===== config.mk =====
export PLATFORM = sky130hd
export DESIGN_NAME = i2c_register_master_core
export DESIGN_NICKNAME = d
export VERILOG_FILES = /design/src/rtl/core/i2crm_pkg.sv /design/src/rtl/core/i2c_register_master_core.sv
export SDC_FILE = /design/constraint.sdc
export NUM_CORES = 1
export LEC_CHECK = 0
export BUFFER_PORTS_ARGS = -buffer_cell sky130_fd_sc_hd__clkbuf_2
export CAP_MARGIN = 10
export CORE_AREA = 8 8 115 117
export DETAILED_ROUTE_END_ITERATION = 16
export DIE_AREA = 0 0 123 125
export GPL_ROUTABILITY_DRIVEN = 0
export PLACE_DENSITY_LB_ADDON = 0.3
export SLEW_MARGIN = 10
export SYNTH_ARGS = -nofsm -noshare
export SYNTH_HDL_FRONTEND = slang
export SYNTH_SLANG_ARGS = --single-unit

===== constraint.sdc =====
create_clock -name clock -period 3.9 [get_ports clock]
set_input_delay 0.78 -clock clock [delete_from_list [all_inputs] [get_ports clock]]
set_output_delay 0.78 -clock clock [all_outputs]
set_load 0.02 [all_outputs]

===== src/rtl/core/i2crm_pkg.sv =====
`default_nettype none
// ----------------------------------------------------------------------------
// i2crm_pkg
// types, codes and the bus sequence table of the i2c register master
// ----------------------------------------------------------------------------
package i2crm_pkg;

   localparam int PAUSE_W    = 8;
   localparam int ADDR_W     = 7;
   localparam int CSR_IDX_W  = 1;
   localparam int CSR_DATA_W = 8;

   localparam logic [PAUSE_W-1:0] PAUSE_RESET = 8'd5;
   localparam logic [ADDR_W-1:0]  ADDR_RESET  = 7'd64;

   localparam logic [CSR_IDX_W-1:0] CSR_PAUSE_TICKS  = 1'd0;
   localparam logic [CSR_IDX_W-1:0] CSR_ADDRESS_BASE = 1'd1;

   typedef enum logic [1:0] {
      OP_WRITE_REG  = 2'd0,
      OP_SELECT_REG = 2'd1,
      OP_READ       = 2'd2,
      OP_SET_BIT    = 2'd3
   } op_type;

   typedef enum logic [3:0] {
      E_END   = 4'd0,
      E_START = 4'd1,
      E_OADRW = 4'd2,
      E_OADRR = 4'd3,
      E_OREG  = 4'd4,
      E_ODATA = 4'd5,
      E_ACK   = 4'd6,
      E_IN    = 4'd7,
      E_NACK  = 4'd8,
      E_STOP  = 4'd9
   } elem_type;

   localparam logic [5:0] PH_WRITE_REG  = 6'd0;
   localparam logic [5:0] PH_SELECT_REG = 6'd9;
   localparam logic [5:0] PH_READ       = 6'd16;
   localparam logic [5:0] PH_SET_BIT    = 6'd23;

   function automatic logic [5:0] program_start(input op_type op);
      logic [5:0] p;
      unique case (op)
         OP_WRITE_REG:  p = PH_WRITE_REG;
         OP_SELECT_REG: p = PH_SELECT_REG;
         OP_READ:       p = PH_READ;
         OP_SET_BIT:    p = PH_SET_BIT;
         default:       p = PH_WRITE_REG;
      endcase
      return p;
   endfunction

   // bus element at each sequence position
   function automatic elem_type program_elem(input logic [5:0] ph);
      elem_type e;
      unique case (ph)
         6'd0, 6'd9, 6'd16, 6'd23, 6'd29, 6'd35:   e = E_START;
         6'd1, 6'd10, 6'd24, 6'd36:                e = E_OADRW;
         6'd17, 6'd30:                             e = E_OADRR;
         6'd2, 6'd4, 6'd6, 6'd11, 6'd13, 6'd18,
         6'd25, 6'd27, 6'd31, 6'd37, 6'd39, 6'd41: e = E_ACK;
         6'd3, 6'd12, 6'd26, 6'd38:                e = E_OREG;
         6'd5, 6'd40:                              e = E_ODATA;
         6'd19, 6'd32:                             e = E_IN;
         6'd20, 6'd33:                             e = E_NACK;
         6'd7, 6'd14, 6'd21, 6'd28, 6'd34, 6'd42:  e = E_STOP;
         default:                                  e = E_END;
      endcase
      return e;
   endfunction

   function automatic logic [2:0] slots_of(input elem_type e);
      logic [2:0] n;
      unique case (e)
         E_ACK, E_IN: n = 3'd3;
         E_STOP:      n = 3'd4;
         default:     n = 3'd2;
      endcase
      return n;
   endfunction

   function automatic logic is_out(input elem_type e);
      return (e == E_OADRW) || (e == E_OADRR) || (e == E_OREG) || (e == E_ODATA);
   endfunction

endpackage

`default_nettype wire


===== src/rtl/core/i2c_register_master_core.sv =====
`default_nettype none
// ----------------------------------------------------------------------------
// i2c_register_master_core
// bit-level i2c master for register-mapped devices, tick driven
// ----------------------------------------------------------------------------
// Takes one request word per clock and returns one registered response
// word for each; a request is held off only while a response word sits
// stalled in the output register. Every word carries a tick flag; bus timing
// comes from counting ticks, pause_ticks (at least one) per bus slot, so a word
// may arrive every cycle. A command (write register, select register, read,
// set bit) is taken only while idle and runs as a fixed sequence of bus
// elements: start, address, ack, bytes, nack, stop. Acks are clocked but not
// checked. Each response word shows the scl and sda levels, busy, done and
// the last read byte.

module i2c_register_master_core
   import i2crm_pkg::*;
(
   input  wire                   clock,
   input  wire                   reset,

   input  wire                   req_valid,
   output logic                  req_stall,
   input  wire                   req_tick,
   input  wire                   req_cmd_valid,
   input  wire  [1:0]            req_operation,
   input  wire  [2:0]            req_device,
   input  wire  [7:0]            req_register_index,
   input  wire  [7:0]            req_data_byte,
   input  wire  [2:0]            req_bit_position,
   input  wire                   req_bit_value,
   input  wire                   req_sda_in,

   output logic                  rsp_valid,
   input  wire                   rsp_stall,
   output logic                  rsp_scl_level,
   output logic                  rsp_sda_pull_low,
   output logic                  rsp_busy_res,
   output logic                  rsp_done_res,
   output logic                  rsp_read_valid,
   output logic [7:0]            rsp_read_data,

   input  wire                   csr_valid,
   output logic                  csr_ready,
   input  wire  [CSR_IDX_W-1:0]  csr_index,
   input  wire  [CSR_DATA_W-1:0] csr_data
);

   logic [PAUSE_W-1:0] pause_cfg_ff;
   logic [ADDR_W-1:0]  addr_base_ff;

   logic       busy_ff, busy_in;
   logic [5:0] phase_ff, phase_in;
   logic [7:0] pause_ff, pause_in;
   logic [3:0] bit_ff, bit_in;
   logic [1:0] slot_ff, slot_in;
   logic [7:0] shift_ff, shift_in;
   logic [7:0] read_ff, read_in;
   logic       scl_ff, scl_in;
   logic       sda_rel_ff, sda_rel_in;
   op_type     op_ff, op_in;
   logic [2:0] dev_ff, dev_in;
   logic [7:0] reg_ff, reg_in;
   logic [7:0] data_ff, data_in;
   logic [2:0] pos_ff, pos_in;
   logic       bitv_ff, bitv_in;
   logic       done_in, rvalid_in;

   logic       rsp_valid_ff;
   logic       rsp_scl_ff, rsp_pull_ff, rsp_busy_ff, rsp_done_ff, rsp_rvalid_ff;
   logic [7:0] rsp_data_ff;

   logic       accept;

   elem_type   cur_e, nxt_e, app_e;
   logic [1:0] app_slot;
   logic       do_app;
   logic [8:0] cnt;
   logic [2:0] slot_nxt;
   logic [7:0] mask;

   function automatic logic [7:0] out_byte(input elem_type e, input logic [ADDR_W-1:0] base,
                                           input logic [2:0] dev, input logic [7:0] rg,
                                           input logic [7:0] dt);
      logic [7:0] a;
      a = {1'b0, base | {3'b000, dev, 1'b0}};
      unique case (e)
         E_OADRW: return a;
         E_OADRR: return a | 8'h01;
         E_OREG:  return rg;
         default: return dt;
      endcase
   endfunction

   assign accept    = req_valid && !req_stall;
   assign req_stall = rsp_valid_ff && rsp_stall;
   assign csr_ready = 1'b1;

   always_comb begin
      busy_in    = busy_ff;
      phase_in   = phase_ff;
      pause_in   = pause_ff;
      bit_in     = bit_ff;
      slot_in    = slot_ff;
      shift_in   = shift_ff;
      read_in    = read_ff;
      scl_in     = scl_ff;
      sda_rel_in = sda_rel_ff;
      op_in      = op_ff;
      dev_in     = dev_ff;
      reg_in     = reg_ff;
      data_in    = data_ff;
      pos_in     = pos_ff;
      bitv_in    = bitv_ff;
      done_in    = 1'b0;
      rvalid_in  = 1'b0;
      do_app     = 1'b0;
      app_e      = E_END;
      app_slot   = 2'd0;
      cnt        = 9'd0;
      slot_nxt   = 3'd0;
      mask       = 8'h01 << pos_ff;
      cur_e      = program_elem(phase_ff);
      nxt_e      = E_END;

      if (!busy_ff) begin
         if (req_cmd_valid) begin
            op_in    = op_type'(req_operation);
            dev_in   = req_device;
            reg_in   = req_register_index;
            data_in  = req_data_byte;
            pos_in   = req_bit_position;
            bitv_in  = req_bit_value;
            busy_in  = 1'b1;
            pause_in = 8'd0;
            phase_in = program_start(op_type'(req_operation));
            nxt_e    = program_elem(phase_in);
            bit_in   = 4'd0;
            slot_in  = 2'd0;
            if (is_out(nxt_e)) begin
               shift_in = out_byte(nxt_e, addr_base_ff, dev_in, reg_in, data_in);
            end else if (nxt_e == E_IN) begin
               shift_in = 8'd0;
            end
            do_app   = 1'b1;
            app_e    = nxt_e;
         end
      end else if (req_tick) begin
         cnt = {1'b0, pause_ff} + 9'd1;
         if (cnt >= {1'b0, pause_cfg_ff}) begin
            pause_in = 8'd0;
            slot_nxt = {1'b0, slot_ff} + 3'd1;
            if (slot_nxt < slots_of(cur_e)) begin
               slot_in  = slot_nxt[1:0];
               do_app   = 1'b1;
               app_e    = cur_e;
               app_slot = slot_nxt[1:0];
            end else begin
               slot_in = 2'd0;
               if (is_out(cur_e)) begin
                  shift_in = {shift_ff[6:0], 1'b0};
               end
               if (is_out(cur_e) || cur_e == E_IN) begin
                  bit_in = bit_ff + 4'd1;
               end
               if ((is_out(cur_e) || cur_e == E_IN) && bit_in < 4'd8) begin
                  do_app = 1'b1;
                  app_e  = cur_e;
               end else begin
                  if (cur_e == E_IN) begin
                     if (op_ff == OP_READ) begin
                        read_in = shift_ff;
                     end else if (op_ff == OP_SET_BIT) begin
                        data_in = bitv_ff ? (shift_ff | mask) : (shift_ff & ~mask);
                     end
                  end
                  phase_in = phase_ff + 6'd1;
                  nxt_e    = program_elem(phase_in);
                  if (nxt_e == E_END) begin
                     busy_in   = 1'b0;
                     done_in   = 1'b1;
                     rvalid_in = (op_ff == OP_READ);
                  end else begin
                     bit_in  = 4'd0;
                     slot_in = 2'd0;
                     if (is_out(nxt_e)) begin
                        shift_in = out_byte(nxt_e, addr_base_ff, dev_ff, reg_ff, data_in);
                     end else if (nxt_e == E_IN) begin
                        shift_in = 8'd0;
                     end
                     do_app = 1'b1;
                     app_e  = nxt_e;
                  end
               end
            end
         end else begin
            pause_in = cnt[7:0];
         end
      end

      // line action of the current slot
      if (do_app) begin
         unique case (app_e)
            E_START: begin
               if (app_slot == 2'd0) sda_rel_in = 1'b0;
               else scl_in = 1'b0;
            end
            E_OADRW, E_OADRR, E_OREG, E_ODATA, E_NACK: begin
               if (app_slot == 2'd0) begin
                  scl_in = 1'b0;
               end else begin
                  sda_rel_in = (app_e == E_NACK) ? 1'b1 : shift_in[7];
                  scl_in     = 1'b1;
               end
            end
            E_ACK, E_IN: begin
               if (app_slot == 2'd0) begin
                  scl_in = 1'b0;
               end else if (app_slot == 2'd1) begin
                  sda_rel_in = 1'b1;
                  scl_in     = 1'b1;
               end else if (app_e == E_IN) begin
                  shift_in = {shift_in[6:0], req_sda_in};
               end
            end
            E_STOP: begin
               unique case (app_slot)
                  2'd0:    scl_in     = 1'b0;
                  2'd1:    sda_rel_in = 1'b0;
                  2'd2:    scl_in     = 1'b1;
                  default: sda_rel_in = 1'b1;
               endcase
            end
            default: begin
            end
         endcase
      end
   end

   always_ff @(posedge clock) begin
      if (reset) begin
         pause_cfg_ff  <= PAUSE_RESET;
         addr_base_ff  <= ADDR_RESET;
         busy_ff       <= 1'b0;
         phase_ff      <= 6'd0;
         pause_ff      <= 8'd0;
         bit_ff        <= 4'd0;
         slot_ff       <= 2'd0;
         shift_ff      <= 8'd0;
         read_ff       <= 8'd0;
         scl_ff        <= 1'b1;
         sda_rel_ff    <= 1'b1;
         op_ff         <= OP_WRITE_REG;
         dev_ff        <= 3'd0;
         reg_ff        <= 8'd0;
         data_ff       <= 8'd0;
         pos_ff        <= 3'd0;
         bitv_ff       <= 1'b0;
         rsp_valid_ff  <= 1'b0;
         rsp_scl_ff    <= 1'b1;
         rsp_pull_ff   <= 1'b0;
         rsp_busy_ff   <= 1'b0;
         rsp_done_ff   <= 1'b0;
         rsp_rvalid_ff <= 1'b0;
         rsp_data_ff   <= 8'd0;
      end else begin
         if (csr_valid && csr_ready) begin
            if (csr_index == CSR_PAUSE_TICKS) begin
               pause_cfg_ff <= csr_data[PAUSE_W-1:0];
            end else if (csr_index == CSR_ADDRESS_BASE) begin
               addr_base_ff <= csr_data[ADDR_W-1:0];
            end
         end
         if (accept) begin
            busy_ff       <= busy_in;
            phase_ff      <= phase_in;
            pause_ff      <= pause_in;
            bit_ff        <= bit_in;
            slot_ff       <= slot_in;
            shift_ff      <= shift_in;
            read_ff       <= read_in;
            scl_ff        <= scl_in;
            sda_rel_ff    <= sda_rel_in;
            op_ff         <= op_in;
            dev_ff        <= dev_in;
            reg_ff        <= reg_in;
            data_ff       <= data_in;
            pos_ff        <= pos_in;
            bitv_ff       <= bitv_in;
            rsp_valid_ff  <= 1'b1;
            rsp_scl_ff    <= scl_in;
            rsp_pull_ff   <= ~sda_rel_in;
            rsp_busy_ff   <= busy_in;
            rsp_done_ff   <= done_in;
            rsp_rvalid_ff <= rvalid_in;
            rsp_data_ff   <= read_in;
         end else if (!rsp_stall) begin
            rsp_valid_ff  <= 1'b0;
         end
      end
   end

   assign rsp_valid        = rsp_valid_ff;
   assign rsp_scl_level    = rsp_scl_ff;
   assign rsp_sda_pull_low = rsp_pull_ff;
   assign rsp_busy_res     = rsp_busy_ff;
   assign rsp_done_res     = rsp_done_ff;
   assign rsp_read_valid   = rsp_rvalid_ff;
   assign rsp_read_data    = rsp_data_ff;

endmodule

`default_nettype wire


# Word level (Yosys, flattened, before mapping)

Memory sizes are Yosys's and may differ from the RTL's. A register that Yosys moved wholly into a read port is not among the register bits.
Cells that the tools add are included.

Latch bits: 0
Memories kept: 3
Word-level logic and storage cells: 243
ROM bits: 768
Output and inout port bits: 16
Memory bits (writable): 0
Register bits after elaboration: 83
Bits of input ports: 42

Bitwise operators: 10
Add/sub/neg operators: 4
Muxes and demuxes: 128
Shift operators: 1
Eq/ne operators: 41
Magnitude comparators: 3
$mul: 0
Reductions and logical operators: 32
Div/mod/pow operators: 0

Memory list:

| name            | depth | width | read ports | clocked after memory_dff | wr ports | line            | RTL |
|---|---|---|---|---|---|---|---|
| (no name shown) | 64    | 4     | 1          | 1                        | 0        | i2crm_pkg.sv:59 | `unique case (ph)` |
| (no name shown) | 64    | 4     | 1          | 0                        | 0        | i2crm_pkg.sv:59 |  |
| (no name shown) | 64    | 4     | 1          | 0                        | 0        | i2crm_pkg.sv:59 |  |

Operator list:

| operator                                                           | number |
|---|---|
| 8-bit two-way mux                                                  | 38 |
| 4-bit two-way mux                                                  | 26 |
| 6-bit two-way mux                                                  | 10 |
| 4-bit by 3-bit == test with 1-bit output (second input constant)   | 14 |
| 8-bit one-hot mux with 3 select lines                              | 2 |
| 1-bit two-way mux                                                  | 35 |
| 4-bit by 2-bit == test with 1-bit output (second input constant)   | 8 |
| 6-bit one-hot mux with 4 select lines                              | 1 |
| 2-bit two-way mux                                                  | 8 |
| 7-bit by 4-bit OR with 7-bit output                                | 2 |
| 4-bit == test (second input constant)                              | 3 |
| 6-bit AND reduction                                                | 2 |
| 2-bit == test (second input constant)                              | 5 |
| 1-bit logical OR                                                   | 10 |
| 8-bit by 1-bit adder with 9-bit output (second input constant)     | 1 |
| 9-bit by 8-bit >= comparator with 1-bit output                     | 1 |
| 3-bit two-way mux                                                  | 3 |
| 8-bit AND                                                          | 1 |
| 2-bit != test (second input constant)                              | 4 |
| 8-bit inverter                                                     | 1 |
| 8-bit OR                                                           | 1 |
| 1-bit one-hot mux with 4 select lines                              | 2 |
| 8-bit AND reduction                                                | 1 |
| 1-bit by 3-bit << shifter with 8-bit output (first input constant) | 1 |
| 24 further kinds                                                   | 39 |

# Longest topological paths before layout

Word-level depth: 34
Gate-level depth with buffers: 18
Mapped depth without buffers: 18

# Worst setup path after synthesis

No wires, ideal clock.

Kind: register to register
From: register pause_ff[0]
To: register, netlist name cur_e[2]
Setup time: 0.092 ns
Path slack: -0.038 ns
Period minus slack after synthesis: 3.938 ns
Stages on the path, launching flop included: 17
Data arrival time: 3.845 ns
Path through: dfxtp_1 ha_1 nand3_1 or2_2 xnor2_1 ha_1 a21o_1 a21oi_1 o21ai_0 o21ai_4 a21oi_2 clkbuf_1 o211a_1 ha_1 or3b_1 a311o_1 o32ai_1

Cells in the longest elaborated chain, start to end: 6

RTL lines:

| element                                            | line                            | RTL |
|---|---|---|
| start: declaration                                 | i2c_register_master_core.sv:54  | `logic [7:0] pause_ff, pause_in;` |
| start signal: assignment                           | i2c_register_master_core.sv:277 | `pause_ff <= pause_in;` |
| 8-bit by 1-bit adder with 9-bit output             | i2c_register_master_core.sv:149 | `cnt = {1'b0, pause_ff} + 9'd1;` |
| 9-bit by 8-bit >= comparator with 1-bit output     | i2c_register_master_core.sv:150 | `if (cnt >= {1'b0, pause_cfg_ff}) begin` |
| 2-bit by 1-bit != test with 1-bit output (no line) | --                              |  |
| 6-bit AND reduction (no line)                      | --                              |  |
| 6-bit two-way mux (no line) (2 in a row)           | --                              |  |

No other way between the ends.
A chain may end at the register's enable or synchronous reset.

# Worst setup path in the final report

From: register pause_ff[0]
To: register, netlist name cur_e[1]

Cells in the longest elaborated chain, start to end: 6

RTL lines:

| element                                            | line |
|---|---|
| 8-bit by 1-bit adder with 9-bit output             | i2c_register_master_core.sv:149 |
| 9-bit by 8-bit >= comparator with 1-bit output     | i2c_register_master_core.sv:150 |
| 2-bit by 1-bit != test with 1-bit output (no line) | -- |
| 6-bit AND reduction (no line)                      | -- |
| 6-bit two-way mux (no line) (2 in a row)           | -- |

No other way between the ends.

==> flow_summary.toml <==
[run_status]
status = "complete, no violations"

[floorplan]
ios = 58
die_x_um = 123
die_h_um = 125
rows = 40
coreArea_mm2 = 0.01161
fp.dieArea_mm2 = 0.01538
start_util_pct = 52.67

[min_path]
hold_path.class = "reg2reg"
holdPathStages = 2

[critical_path]
cpPeakStageDelay_ns = 0.50
critical_path.cell_chain = "ha_2 -> nand3_1 -> or2_2 -> xnor2_1 -> ha_1 -> and3_1 -> a41o_1 -> o21ai_4 -> buf_4 -> or4_1 -> and3_2 -> buf_4 -> o221ai_1 -> o32ai_1 -> nor3_1 -> o22ai_1"
cp.required_ns = 4.12
cp.arrival_ns = 4.01
critPathMaxFanout = 7
start_kind = "flip-flop"
critPathMostFrequentCell = "buf_4"
worstRegToRegCells = 16
critPathSlowestCell = "or4_1"
cp-end-kind = "flip-flop"
worstSetupPathType = "reg2reg"

[detailed_routing]
wl_mm = 16.97
vias = 6130
wl_per_cell_um = 17.04
drtIter0Drc = 580
postRouteAntennaNets = 0
drcViolationCount = 0
via_per_inst = 6.155
firstDrtPassIters = 7

[power_and_ir_drop]
p_total_uw = 2478
p_leak_uw = 0.002725
power_density_mw_per_mm2 = 355.1
ir_worst_vdd_mv = 0.3736

[logic_synthesis]
yosys-top-cells-area = "dfxtp_1 28%, nand2_1 7.4%, a21oi_1 5.8%, ha_1 5.5%, mux2i_1 5.2%"
synth_cell_types = 95
synth_edf_count = 0
ys_seq_area_share_pct = 28.48
netlist_instances = 791
yosysTopAreaCell = "dfxtp_1"
synth_flop_cell = "dfxtp_1"
synth_fp_nets = 860
avgSynthCellArea_um2 = 7.732
ys_async_sr_fraction_pct = 0
syn-cell-area_mm2 = 0.006116
synth_top_area_share_pct = 28.48
synth_seq_cells = 87
ys_warn_count = 0

[timing]
tightest_slew_ns = 0.7565
finalSetupViolCount = 0
finalCriticalPeriod_ns = 3.790
drv_slew = 0
fin_crit_sh_pct = 97.18
whs_ns = 0.4533
finalHoldViolCount = 0
fin_skew_ns = 0.009621
max_freq_mhz = 263.9
timing.final.ws_setup_ns = 0.1100
relSlewSlack_pct = 49.46

[clock_tree]
cts_sinks = 87
htreeDepth = 3
cts-root-buf = "clkbuf_16"
cts_tree = "built"
clkSlewWorstSetupHoldPaths_ns = 0.07
clock_path_buffers = 2
cts-hold-fix-buffers = 0
clock_latency_ns = 0.35
cts-buffers-inserted = 9

[final_layout]
syn_to_final_growth_pct = 14.12
drive_gt1_share_pct = 20.26
fin_nets = 913
fin_cells = 996
finish.instance_area_mm2 = 0.006979
n_antenna_cell = 0

[placement]
pre_cts_slack_ns = -0.07079
place_area_mm2 = 0.006553
dp_hpwl_mm = 12.36
portBuffers = 56
dp_cells = 975

[global_routing]
overflow = 0
grt_pass1_wl_mm = 27.73
grt_max_degree = 68
track_usage_pct = 21.88
grt_pass1_vias = 5644
antenna_found_initial = 0

[flow_run]
maxCapViolations = 0
-- cells in the final DEF, fill, tap and decap left out, drive strengths merged, types with 4 or more instances in the layout --
cell / count
nand2: 121
dfxtp: 87
a21oi: 74
nor2: 69
clkbuf: 66
o21ai: 44
buf: 34
mux2i: 32
ha: 27
nand3: 26
inv: 26
nor3: 18
nor2b: 16
a211oi: 16
a31oi: 15
xnor2: 13
nand2b: 10
and3: 10
or3: 8
nand3b: 8
a21o: 8
and2: 8
nand4: 7
a221o: 6
a2111oi: 6
or2: 6
nor3b: 5
a22oi: 5
o211a: 5
xor2: 4
o22ai: 4
mux2: 4
o21a: 4
or3b: 4
-- layer usage --
layer | wire (µm) | vias up | GRT usage (%)
met5 | 0 | - | 0
met4 | 257 | 0 | 6.520
met3 | 1412 | 27 | 5.041
met2 | 7848 | 271 | 34.24
met1 | 7449 | 2880 | 29.15
li1 | - | 2952 | -
-- worst max-delay path, delay by kind of cell, from the launching register on --
family / cells / cell delay [ns]
compound gates: 5 / 0.74
xor+xnor: 1 / 0.13
fa+ha+maj: 2 / 0.51
buf+inv: 2 / 0.33
flops: 1 / 0.37
simple gates: 6 / 1.58
-- worst paths after layout --
kind / startpoint / endpoint / slack, ns
setup / recovery: pause_ff[0] / cur_e[1] / 0.11
hold / removal: reg_ff[0] / reg_ff[0] / 0.45
setup reg to reg: pause_ff[0] / cur_e[1] / 0.11
hold reg to reg: reg_ff[0] / reg_ff[0] / 0.45
-- synthesized netlist by cell type, types with 6 or more instances --
| master | n |
|---|---|
| a211oi_1 | 15 |
| a21o_1 | 6 |
| a21oi_1 | 71 |
| a31oi_1 | 13 |
| and2_1 | 6 |
| and3_1 | 9 |
| buf_2 | 13 |
| clkbuf_1 | 25 |
| dfxtp_1 | 87 |
| ha_1 | 27 |
| inv_1 | 23 |
| mux2i_1 | 32 |
| nand2_1 | 120 |
| nand2b_1 | 10 |
| nand3_1 | 25 |
| nand3b_1 | 8 |
| nand4_1 | 6 |
| nor2_1 | 67 |
| nor2b_1 | 16 |
| nor3_1 | 17 |
| o21ai_0 | 42 |
| or3_1 | 8 |
| xnor2_1 | 12 |
-- logic make-up after synthesis --
| kind of cell | after synthesis | share of synthesized area, % |
|---|---|---|
| flip-flops | 87 | 28.48 |
| AND/OR/NAND/NOR | 329 | 26.80 |
| multiplexers | 36 | 5.974 |
| other | 1 | 0.06132 |
| adder cells (fa/ha/maj) | 27 | 5.524 |
| AO/OA/AOI/OAI | 222 | 25.12 |
| XOR/XNOR | 17 | 2.557 |
| buffers and inverters | 72 | 5.483 |
-- power by group --
part	total, µW	leakage (µW)	switching, µW	internal [µW]
clock network	978	0.000166	389	589
registers	965	0.000710	38.5	926
logic	535	0.00185	324	211
-- through the flow --
step           utilization (%)   TNS, ns
3_3_place_gp             56.43         0
4_1_cts                  59.48         0
3_5_place_dp             56.43   -0.1294
5_1_grt                  60.11  -0.03437
6_report                 60.11         0
2_1_floorplan                -         0
-- sequential cells by signal, summed over array words and instances (netlist names), named ones only --
name	count
pause_ff	8
dev_ff	3
reg_ff	8
slot_ff	2
cur_e	4
rsp_busy_res	1
rsp_sda_pull_low	1
phase_ff	6
bit_ff	4
rsp_done_res	1
shift_ff	8
rsp_read_data	8
pause_cfg_ff	8
rsp_read_valid	1
data_ff	8
bitv_ff	1
pos_ff	3
addr_base_ff	7
op_ff	2
rsp_scl_level	1
rsp_valid	1
-- repair_timing --
| item | CTS | global route |
|---|---|---|
| buffers inserted | 2 | 3 |
| endpoints found under the setup margin | 2 | 11 |
| resized for setup | 2 | 18 |
| pin swaps | 1 | 6 |
-- layout make-up --
cell class              instances  area, µm²
well taps                     147      183.9
inverters                      24      90.09
repair buffers                 90      535.5
flip-flops and latches         87       1748
fillers                      1055       4632
multi-input cells             632       4085
clock buffers                  10      239.0
clock inverters                 6      97.59
Power figures use the tool's default switching activity.
